`config.mk`:
```
export PLATFORM = sky130hd
export DESIGN_NAME = game_controller_serial_poll_master_core
export DESIGN_NICKNAME = d
export VERILOG_FILES = /design/src/rtl/gcspm_pkg.sv /design/src/rtl/game_controller_serial_poll_master_core.sv
export SDC_FILE = /design/constraint.sdc
export NUM_CORES = 1
export LEC_CHECK = 0
export ABC_CLOCK_PERIOD_IN_PS = 4900
export BUFFER_PORTS_ARGS = -buffer_cell sky130_fd_sc_hd__buf_2
export CORE_ASPECT_RATIO = 1.75
export CORE_MARGIN = 2
export CORE_UTILIZATION = 55
export CTS_CLUSTER_DIAMETER = 150
export DETAILED_ROUTE_END_ITERATION = 10
export PLACE_DENSITY = 0.75
export SLEW_MARGIN = 20
export SYNTH_ARGS = -nofsm -noshare
export SYNTH_HDL_FRONTEND = slang
export SYNTH_SLANG_ARGS = --single-unit
```
`constraint.sdc`:
```
create_clock -name i_clk -period 4.9 [get_ports i_clk]
set_input_delay 0.98 -clock i_clk [delete_from_list [all_inputs] [get_ports i_clk]]
set_output_delay 0.98 -clock i_clk [all_outputs]
set_load 0.02 [all_outputs]
```
`src/rtl/gcspm_pkg.sv`:
```
// ----------------------------------------------------------------------------
// gcspm_pkg
// shared types, constants and decode functions for the game-pad poll master
// ----------------------------------------------------------------------------
package gcspm_pkg;

    // field widths
    localparam int unsigned GapW     = 16;
    localparam int unsigned DelayW   = 8;
    localparam int unsigned ByteW    = 8;
    localparam int unsigned ButtonW  = 10;
    localparam int unsigned DpadW    = 4;
    localparam int unsigned CfgAddrW = 2;
    localparam int unsigned CfgDataW = 16;
    localparam int unsigned InDataW  = 8;
    localparam int unsigned OutDataW = 32;
    localparam int unsigned NumBytes = 5;

    // register reset values
    localparam logic [GapW-1:0]   GapReset    = 16'd50;
    localparam logic [DelayW-1:0] LowReset    = 8'd2;
    localparam logic [DelayW-1:0] SampleReset = 8'd1;
    localparam logic [DelayW-1:0] PostReset   = 8'd1;

    // configuration register indexes
    typedef enum logic [CfgAddrW-1:0] {
        CFG_BYTE_GAP     = 2'd0,
        CFG_CLOCK_LOW    = 2'd1,
        CFG_SAMPLE_DELAY = 2'd2,
        CFG_POST_SAMPLE  = 2'd3
    } t_cfg_index;

    // link phase, one-hot
    typedef enum logic [4:0] {
        PH_IDLE   = 5'b00001,
        PH_GAP    = 5'b00010,
        PH_LOW    = 5'b00100,
        PH_SAMPLE = 5'b01000,
        PH_POST   = 5'b10000
    } t_phase;

    // command byte sent in each exchange
    function automatic logic [ByteW-1:0] tx_byte(input logic [2:0] idx);
        logic [ByteW-1:0] b;
        case (idx)
            3'd0:    b = 8'h01;
            3'd1:    b = 8'h42;
            default: b = 8'h00;
        endcase
        return b;
    endfunction

    // active-low answer bytes to active-high buttons
    function automatic logic [ButtonW-1:0] decode_buttons(input logic [ByteW-1:0] a1,
                                                          input logic [ByteW-1:0] a2);
        return {~a1[4], ~a1[7], ~a2[6], ~a2[7], ~a2[4], ~a2[5],
                ~a2[0], ~a2[3], ~a2[1], ~a2[2]};
    endfunction

    function automatic logic [DpadW-1:0] decode_dpad(input logic [ByteW-1:0] a1);
        return {~a1[2], ~a1[0], ~a1[1], ~a1[3]};
    endfunction

endpackage

```
`src/rtl/game_controller_serial_poll_master_core.sv`:
```
// ----------------------------------------------------------------------------
// game_controller_serial_poll_master_core
// tick-driven poll master for a game-pad serial link
// ----------------------------------------------------------------------------
// usage:
//   every request on the slave stream is one timing tick of the link.
//   s_axis_tdata[0] = start_poll, s_axis_tdata[1] = data_line (pad data level).
//   each request yields exactly one result on the master stream giving the
//   line levels and status after that tick: attention, clock, command, busy,
//   poll_done, pad id, buttons and direction pad.
//   the tick is evaluated combinationally from the link state and the result
//   lands in the output register on the accept edge.
//   throughput is one request per clock; the output register is refilled on
//   the same edge it is drained, so ready stays high while the receiver takes
//   results.
//   if the receiver stalls, the result holds in the output register and
//   s_axis_tready drops until it is taken; no tick advances meanwhile.
//   reset puts the link idle (attention and clock high), clears the decoded
//   outputs and restores the timing registers (gap 50, low 2, sample 1, post 1).
//   timing registers are written through i_cfg_we / i_cfg_addr / i_cfg_wdata
//   and apply from the next tick on.
// ----------------------------------------------------------------------------
module game_controller_serial_poll_master_core (
    input  logic                                  i_clk,
    input  logic                                  i_rst_n,
    // configuration write port
    input  logic                                  i_cfg_we,
    input  logic [gcspm_pkg::CfgAddrW-1:0]        i_cfg_addr,
    input  logic [gcspm_pkg::CfgDataW-1:0]        i_cfg_wdata,
    // tick requests
    input  logic                                  s_axis_tvalid,
    output logic                                  s_axis_tready,
    // [0] start_poll, [1] data_line, [7:2] zero
    input  logic [gcspm_pkg::InDataW-1:0]         s_axis_tdata,
    // results
    output logic                                  m_axis_tvalid,
    input  logic                                  m_axis_tready,
    // [0] attention_line, [1] clock_line, [2] command_line, [3] busy_res,
    // [4] poll_done, [12:5] pad_id, [22:13] buttons, [26:23] dpad, [31:27] zero
    output logic [gcspm_pkg::OutDataW-1:0]        m_axis_tdata
);
    import gcspm_pkg::*;

    // timing registers
    logic [GapW-1:0]   r_gap_ticks;
    logic [DelayW-1:0] r_low_ticks;
    logic [DelayW-1:0] r_sample_ticks;
    logic [DelayW-1:0] r_post_ticks;

    // link state
    t_phase            r_phase,   n_phase;
    logic [2:0]        r_byte_idx, n_byte_idx;
    logic [2:0]        r_bit_idx,  n_bit_idx;
    logic [GapW-1:0]   r_tick,     n_tick;
    logic [ByteW-1:0]  r_tx_shift, n_tx_shift;
    logic [ByteW-1:0]  r_rx_shift, n_rx_shift;
    logic [ByteW-1:0]  r_first_ans, n_first_ans;
    logic [ButtonW-1:0] r_buttons, n_buttons;
    logic [DpadW-1:0]  r_dpad,     n_dpad;
    logic [ByteW-1:0]  r_id,       n_id;

    // output register
    logic                r_out_valid;
    logic [OutDataW-1:0] r_out_data;
    logic [OutDataW-1:0] n_out_data;

    logic              s_accept;
    logic              start;
    logic              data_bit;
    logic              done;
    logic [GapW:0]     tick_inc;
    logic [GapW:0]     limit;
    logic              over;
    logic              idle;
    logic              bitstep;

    assign s_axis_tready = !r_out_valid || m_axis_tready;
    assign s_accept      = s_axis_tvalid && s_axis_tready;
    assign start         = s_axis_tdata[0];
    assign data_bit      = s_axis_tdata[1];
    assign m_axis_tvalid = r_out_valid;
    assign m_axis_tdata  = r_out_data;

    // wait-step limit for the current phase; zero behaves as one
    always_comb begin
        unique case (r_phase)
            PH_GAP:    limit = {1'b0, r_gap_ticks};
            PH_LOW:    limit = {{(GapW+1-DelayW){1'b0}}, r_low_ticks};
            PH_SAMPLE: limit = {{(GapW+1-DelayW){1'b0}}, r_sample_ticks};
            PH_POST:   limit = {{(GapW+1-DelayW){1'b0}}, r_post_ticks};
            default:   limit = '0;
        endcase
    end

    assign tick_inc = {1'b0, r_tick} + {{GapW{1'b0}}, 1'b1};
    assign over     = (tick_inc >= limit);

    // one link tick
    always_comb begin
        n_phase     = r_phase;
        n_byte_idx  = r_byte_idx;
        n_bit_idx   = r_bit_idx;
        n_tick      = over ? '0 : tick_inc[GapW-1:0];
        n_tx_shift  = r_tx_shift;
        n_rx_shift  = r_rx_shift;
        n_first_ans = r_first_ans;
        n_buttons   = r_buttons;
        n_dpad      = r_dpad;
        n_id        = r_id;
        done        = 1'b0;
        unique case (r_phase)
            PH_GAP: begin
                if (over) n_phase = PH_LOW;
            end
            PH_LOW: begin
                if (over) n_phase = PH_SAMPLE;
            end
            PH_SAMPLE: begin
                if (over) begin
                    n_rx_shift = {data_bit, r_rx_shift[ByteW-1:1]};
                    n_phase    = PH_POST;
                end
            end
            PH_POST: begin
                if (over) begin
                    if (r_bit_idx != 3'd7) begin
                        n_bit_idx  = r_bit_idx + 3'd1;
                        n_tx_shift = {1'b0, r_tx_shift[ByteW-1:1]};
                        n_phase    = PH_LOW;
                    end else begin
                        // end of byte: capture pad id and first answer byte
                        if (r_byte_idx == 3'd1) n_id = r_rx_shift;
                        if (r_byte_idx == 3'd3) n_first_ans = r_rx_shift;
                        if (r_byte_idx == 3'(NumBytes - 1)) begin
                            n_buttons  = decode_buttons(r_first_ans, r_rx_shift);
                            n_dpad     = decode_dpad(r_first_ans);
                            n_phase    = PH_IDLE;
                            n_byte_idx = '0;
                            done       = 1'b1;
                        end else begin
                            n_byte_idx = r_byte_idx + 3'd1;
                            n_tx_shift = tx_byte(r_byte_idx + 3'd1);
                            n_phase    = PH_GAP;
                        end
                        n_bit_idx  = '0;
                        n_rx_shift = '0;
                    end
                end
            end
            default: begin
                n_phase = PH_IDLE;
                n_tick  = r_tick;
                if (start) begin
                    n_phase    = PH_GAP;
                    n_byte_idx = '0;
                    n_bit_idx  = '0;
                    n_tick     = '0;
                    n_tx_shift = tx_byte(3'd0);
                    n_rx_shift = '0;
                end
            end
        endcase
    end

    // result word from the state after the tick
    assign idle    = (n_phase == PH_IDLE);
    assign bitstep = (n_phase == PH_LOW) || (n_phase == PH_SAMPLE) || (n_phase == PH_POST);

    always_comb begin
        n_out_data        = '0;
        n_out_data[0]     = idle;
        n_out_data[1]     = (n_phase != PH_LOW);
        n_out_data[2]     = bitstep && n_tx_shift[0];
        n_out_data[3]     = !idle;
        n_out_data[4]     = done;
        n_out_data[12:5]  = n_id;
        n_out_data[22:13] = n_buttons;
        n_out_data[26:23] = n_dpad;
    end

    // timing registers
    always_ff @(posedge i_clk) begin
        if (!i_rst_n) begin
            r_gap_ticks    <= GapReset;
            r_low_ticks    <= LowReset;
            r_sample_ticks <= SampleReset;
            r_post_ticks   <= PostReset;
        end else if (i_cfg_we) begin
            case (t_cfg_index'(i_cfg_addr))
                CFG_BYTE_GAP:     r_gap_ticks    <= i_cfg_wdata;
                CFG_CLOCK_LOW:    r_low_ticks    <= i_cfg_wdata[DelayW-1:0];
                CFG_SAMPLE_DELAY: r_sample_ticks <= i_cfg_wdata[DelayW-1:0];
                CFG_POST_SAMPLE:  r_post_ticks   <= i_cfg_wdata[DelayW-1:0];
                default: ;
            endcase
        end
    end

    // link state advances one tick per accepted request
    always_ff @(posedge i_clk) begin
        if (!i_rst_n) begin
            r_phase     <= PH_IDLE;
            r_byte_idx  <= '0;
            r_bit_idx   <= '0;
            r_tick      <= '0;
            r_tx_shift  <= '0;
            r_rx_shift  <= '0;
            r_first_ans <= '1;
            r_buttons   <= '0;
            r_dpad      <= '0;
            r_id        <= '0;
        end else if (s_accept) begin
            r_phase     <= n_phase;
            r_byte_idx  <= n_byte_idx;
            r_bit_idx   <= n_bit_idx;
            r_tick      <= n_tick;
            r_tx_shift  <= n_tx_shift;
            r_rx_shift  <= n_rx_shift;
            r_first_ans <= n_first_ans;
            r_buttons   <= n_buttons;
            r_dpad      <= n_dpad;
            r_id        <= n_id;
        end
    end

    // output register
    always_ff @(posedge i_clk) begin
        if (!i_rst_n) begin
            r_out_valid <= 1'b0;
        end else if (s_accept) begin
            r_out_valid <= 1'b1;
        end else if (m_axis_tready) begin
            r_out_valid <= 1'b0;
        end
    end

    always_ff @(posedge i_clk) begin
        if (s_accept) begin
            r_out_data <= n_out_data;
        end
    end

endmodule

```
* Yosys cells after proc, flatten, opt, wreduce, memory -nomap -nowiden
Cells that the tools add are included.
** Cells by class
- $add $sub $neg :: 3
- Magnitude comparators :: 1
- Eq/ne operators :: 21
- Multiplexer cells :: 46
- Bitwise logic cells :: 19
- Reductions and logical operators :: 27
** Operators with widths (count)
- 8-bit two-way mux :: 12
- 16-bit case mux with 4 select lines :: 1
- 16-bit two-way mux :: 3
- 10-bit two-way mux :: 4
- 8-bit case mux with 3 select lines :: 1
- 3-bit two-way mux :: 7
- 5-bit two-way mux :: 4
- 5-bit case mux with 4 select lines :: 1
- 1-bit inverter :: 19
- 16-bit by 1-bit adder with 17-bit output, second input constant :: 1
- 17-bit >= comparator :: 1
- 4-bit two-way mux :: 4
- 8-bit case mux with 2 select lines :: 1
- 5-bit AND reduction :: 3
- 7-bit case mux with 2 select lines :: 1
- 3-bit case mux with 2 select lines :: 2
- 5-bit by 3-bit equality test with 1-bit output, second input constant :: 2
- 5-bit by 4-bit equality test with 1-bit output, second input constant :: 2
- 5-bit equality test, second input constant :: 2
- 2-bit AND reduction :: 5
- 3-bit by 1-bit adder with 3-bit output, second input constant :: 2
- 3-bit by 1-bit equality test with 1-bit output, second input constant :: 2
- 2-bit inequality test, second input constant :: 3
- 3-bit inequality test, second input constant :: 2
- 21 further kinds :: 32
** Word-level totals
- Bits in registers :: 141
- Bits of input ports :: 31
- Output and inout bits :: 34
- Logic and storage cells :: 135

* Logic depth before layout (Yosys ltp)
- Depth in word-level cells :: 9
- Depth in mapped cells :: 16
- Gate-level depth less buffers :: 13

* Worst setup path before layout
Ideal clock, no wire load.
- Path type :: flip-flop to flip-flop
- From :: register r_phase[2]
- To :: register r_out_data[10] (netlist: m_axis_tdata[10]) (data pin)
- Setup time :: 0.260 ns
- Data arrival time :: 3.290 ns
- Required time :: 4.640 ns
- Slack :: 1.350 ns
- Cell stages (with the launch flop) :: 16
- Buffers on the path :: 4
- Period minus slack after synthesis :: 3.550 ns
- Path through :: dfxtp_1 > buf_2 > nor2_1 > and3_1 > buf_1 > clkbuf_1 > a22o_1 > a221oi_1 > ha_1 > a21o_1 > a31oi_1 > o21ai_0 > a211o_1 > and3_1 > buf_2 > mux2_2
** Between the ends
- Word-level cells in the longest chain between the ends :: 5
- Elaborated cells on any way between the ends :: 8
- Classes of those cells :: 1 x order compare; 4 x eq/ne; 3 x mux
** Ends and longest elaborated chain
- start: declaration :: line game_controller_serial_poll_master_core.sv:51 : t_phase r_phase, n_phase;
- start signal: assignment :: line game_controller_serial_poll_master_core.sv:213 : r_phase <= n_phase;
- 5-bit equality test, or another cell as far along :: line game_controller_serial_poll_master_core.sv:86, game_controller_serial_poll_master_core.sv:111
- 16-bit case mux with 4 select lines :: line game_controller_serial_poll_master_core.sv:86 : unique case (r_phase)
- 17-bit >= comparator :: line game_controller_serial_poll_master_core.sv:96 : assign over = (tick_inc >= limit);
- 8-bit two-way mux :: line game_controller_serial_poll_master_core.sv:125 : if (over) begin
- 8-bit two-way mux * :: line game_controller_serial_poll_master_core.sv:111 : unique case (r_phase)
- net n_id[5] :: line game_controller_serial_poll_master_core.sv:60 : logic [ByteW-1:0] r_id, n_id;
- end signal: assignment :: line game_controller_serial_poll_master_core.sv:239 : r_out_data <= n_out_data;
- end: declaration :: line game_controller_serial_poll_master_core.sv:64 : logic [OutDataW-1:0] r_out_data;
The timed path passes the listed nets; every way through them passes the cells marked *.
A chain may end at the register's enable or synchronous reset.

* Worst setup path in the final report
- From :: register r_tick[0]
- To :: register r_out_data[6] (netlist: m_axis_tdata[6]) (data pin)
** Between the ends
- Word-level cells in the longest chain between the ends :: 4
** Ends and longest elaborated chain
- start: declaration :: line game_controller_serial_poll_master_core.sv:54 : logic [GapW-1:0] r_tick, n_tick;
- start signal: assignment :: line game_controller_serial_poll_master_core.sv:216 : r_tick <= n_tick;
- 16-bit by 1-bit adder with 17-bit output :: line game_controller_serial_poll_master_core.sv:95 : assign tick_inc = {1'b0, r_tick} + {{GapW{1'b0}}, 1'b1};
- 17-bit >= comparator :: line game_controller_serial_poll_master_core.sv:96
- 8-bit two-way mux :: line game_controller_serial_poll_master_core.sv:125
- 8-bit two-way mux :: line game_controller_serial_poll_master_core.sv:111
- net n_id[1] :: line game_controller_serial_poll_master_core.sv:60
The timed path passes the listed nets, and every way through them passes these cells.

==> summary.txt <==
Logic synthesis
  • Top cell type by total area after synthesis: dfxtp_1
  • Top_reg_cell synth: dfxtp_1
  • Flops & latches, synth: 138
  • Synth area leaders: dfxtp_1, edfxtp_1, nand2_1
  • Top post-synthesis cells by count: nand2_1, dfxtp_1, a21oi_1
  • Ys async rst share: 0%
  • Distinct cells, synth: 70
  • Area share of the largest cell type after synthesis: 33.1%
  • Synthesized cell area: 6720 µm²
  • Post-Syn Area per Cell: 9.17 µm²
  • Sequential cell area fraction in the yosys report: 45.2%
  • Yosys Warn Count: 0
  • Most common cell in the netlist: nand2_1
  • Mapped Cells: 732
  • Number of flops mapped to enable cells by yosys: 27

Global routing
  • GRT Residual Overflow: 0
  • Initial antenna violation count: 0
  • Gr usage total: 24.6%
  • First-pass GRT wire length: 25.6 mm
  • Number of global-route vias before repair: 5498
  • Largest net degree at the start of global routing: 74

Clock network
  • Worst-path clk slew: 0.06 ns
  • Clk Latency, worst-skew pair: 0.42 ns
  • Resize count post-CTS: 0
  • Post-CTS Setup Bufs: 0
  • Clock sink total: 138
  • Num CTS Buffers: 17
  • Root buffer cell: clkbuf_16
  • Clock Path Buffers: 2
  • # H-tree levels: 4
  • CTS tree: done
  • Post-cts hold buffer count: 0

STA
  • Relative slew slack: 31.1%
  • Clock Skew: 0.00880 ns
  • Setup WS post-layout: 0.757 ns
  • Final Hold Fails: 0
  • Minimum clock period: 4.14 ns
  • Final period util: 84.6%
  • FMAX: 241 MHz
  • Final setup violation count: 0
  • Unrepaired setup endpoints after global routing: no
  • Fin Setup TNS: 0 ns
  • Count of final max-slew check failures: 0
  • Worst slew pin tran: 1.03 ns

Route
  • Final ANT Viol Nets: 0
  • Post-route DRC: 0
  • Final wirelength: 15.3 mm
  • Via count: 5580
  • Routed len/inst: 16.8 µm
  • Via density per instance: 6.09
  • Initial DRC count: 334
  • Pre-Repair DR Iteration Count: 5

Worst setup path
  • Top Family by Delay on Critical Path: simple AND/OR/NAND/NOR gates
  • CP bufs+invs: 0
  • CP dominant cell by count: nand3_1
  • CP required: 5.07 ns
  • Startpoint Class: flop
  • Crit-path slowest cell: nor3_1
  • Crit-path cells: nand3_1 -> nor3_1 -> nand4_1 -> xnor2_1 -> ha_1 -> nand3_1 -> nor4_2 -> a211o_1 -> and3_1 -> mux2_2
  • Crit path largest cell delay: 0.63 ns
  • Crit Path Max Fanout: 8
  • Critical path arrival: 4.31 ns
  • Worst Setup End Kind: flop
  • Crit path kind: flop to flop

Power and ir drop
  • Part of the power in combinational logic: 5.5%
  • Internal: 1.96 mW
  • Register share of total power: 46.0%
  • Clock power frac: 48.5%
  • Peak supply drop: 0.265 mV
  • Leak Pwr: 3.10 nW
  • Switching part of the total power: 24.3%
  • Net switching power: 628 µW
  • P per Cell Area: 341 nW/µm²

Placed design
  • Setup WS pre-CTS: 0.853 ns
  • Port buffer count: 53
  • GPL Wtd Cong: 0.840
  • DPL Wire Length: 10.5 mm

Run status
  • Outcome: complete, no violations

Die
  • Starting Density: 56.3%
  • Core Region: 11900 µm²
  • Die Wd: 87.5 µm
  • I/O pins: 65
  • Total die area: 13100 µm²
  • Chip height: 150 µm
  • Site Rows: 53

Layout
  • Area Growth Syn to Fin: 13.2%
  • Antenna diodes: 0
  • Layout cells sized above 1: 17.2%
  • Total Nets Final: 822

Min path
  • Hold crit path type: flop to flop

Run
  • Max cap viols: 0
-- stage by stage --
step / instance area (µm²) / utilization (%) / hold slack [ns] / instances / power (mW)
floorplan: 6730 / - / 0.435 / 736 / 1.31
global placement: 7010 / 58.8 / 0.442 / 884 / 1.35
detailed placement: 7010 / 58.8 / 0.446 / 884 / 1.36
CTS: 7600 / 63.6 / 0.454 / 916 / 2.60
global route: 7600 / 63.7 / 0.469 / 916 / 2.67
finish: 7600 / 63.7 / 0.454 / 916 / 2.59
-- state kept, by name, indices dropped and copies added (netlist names), 4 cells and up --
name            cells
r_phase             5
r_post_ticks        8
r_sample_ticks      8
r_gap_ticks        16
m_axis_tdata       27
r_first_ans         6
r_id                8
r_buttons          10
r_rx_shift          8
r_dpad              4
r_low_ticks         8
r_tx_shift          7
r_tick             16
-- final cells by class --
class	count	area, µm²
Clock buffer	19	454
Clock inverter	13	129
Fill cell	947	4340
Inverter	13	48.8
Multi-Input combinational cell	533	3420
Sequential cell	138	3030
Tap cell	137	171
Timing Repair Buffer	63	340
-- kinds of logic (layout without fill, tap and decap cells) --
logic type / after synthesis / in the layout / synth area share, %
buffers and inverters: 65 / 108 / 4.30
xor gates and xnor gates: 11 / 11 / 1.43
adders and majority gates: 25 / 25 / 4.66
muxes: 53 / 53 / 8.70
other: 1 / 5 / 0.0558
and+or+nand+nor: 278 / 278 / 20.1
DFF: 138 / 138 / 45.2
AOI/OAI and AO/OA: 161 / 161 / 15.6
-- layer usage --
layer	vias to the layer above	part of all wire, %	track usage (%)
met5	-	0	0
met1	2647	38	26.8
met2	190	54	44.1
li1	2696	-	-
met3	47	4.7	4.82
met4	0	3.4	12.5
-- worst min-delay path, stage by stage (launching register included) --
cell,delay [ns]
dfxtp_1,0.31
nand2_1,0.05
a21oi_1,0.05
-- worst paths after layout --
check | start | to | slack [ns] | cells after the start
worst max-delay path | r_tick[0]$_SDFFE_PN0P_ | m_axis_tdata[6]$_DFFE_PP_ | 0.76 | 10
worst min-delay path | r_post_ticks[6]$_SDFFE_PN0P_ | r_post_ticks[6]$_SDFFE_PN0P_ | 0.45 | 2
worst max register to register | r_tick[0]$_SDFFE_PN0P_ | m_axis_tdata[6]$_DFFE_PP_ | 0.76 | 10
worst min register to register | r_post_ticks[6]$_SDFFE_PN0P_ | r_post_ticks[6]$_SDFFE_PN0P_ | 0.45 | 2
-- cell usage in the layout, fill, tap and decap left out, drive strengths merged, types with 5 or more instances in the layout --
| master | Yosys | layout |
|---|---|---|
| o22ai | 6 | 6 |
| and3 | 11 | 11 |
| a221oi | 8 | 8 |
| xor2 | 6 | 6 |
| xnor2 | 5 | 5 |
| a21oi | 51 | 51 |
| clkbuf | 32 | 19 |
| a32oi | 5 | 5 |
| and2 | 14 | 14 |
| ha | 25 | 25 |
| or2 | 6 | 6 |
| nand3 | 31 | 31 |
| nand2b | 6 | 6 |
| nand4 | 13 | 13 |
| o2111ai | 5 | 5 |
| edfxtp | 27 | 27 |
| nor3 | 8 | 8 |
| a22o | 8 | 8 |
| mux2 | 19 | 19 |
| nand2 | 128 | 128 |
| dfxtp | 111 | 111 |
| inv | 13 | 19 |
| mux2i | 34 | 34 |
| o211ai | 10 | 10 |
| nor2 | 37 | 37 |
| buf | 20 | 63 |
| o21ai | 40 | 40 |
| conb | 1 | 5 |
-- power by group through the flow --
stage	combinational, mW	clock (mW)	sequential, mW
floorplan	0.0824	0	1.23
global placement	0.137	0	1.22
detailed placement	0.140	0	1.22
CTS	0.141	1.26	1.19
global route	0.155	1.32	1.19
finish	0.142	1.26	1.19
No activity file was read; power rests on OpenSTA's default activity.
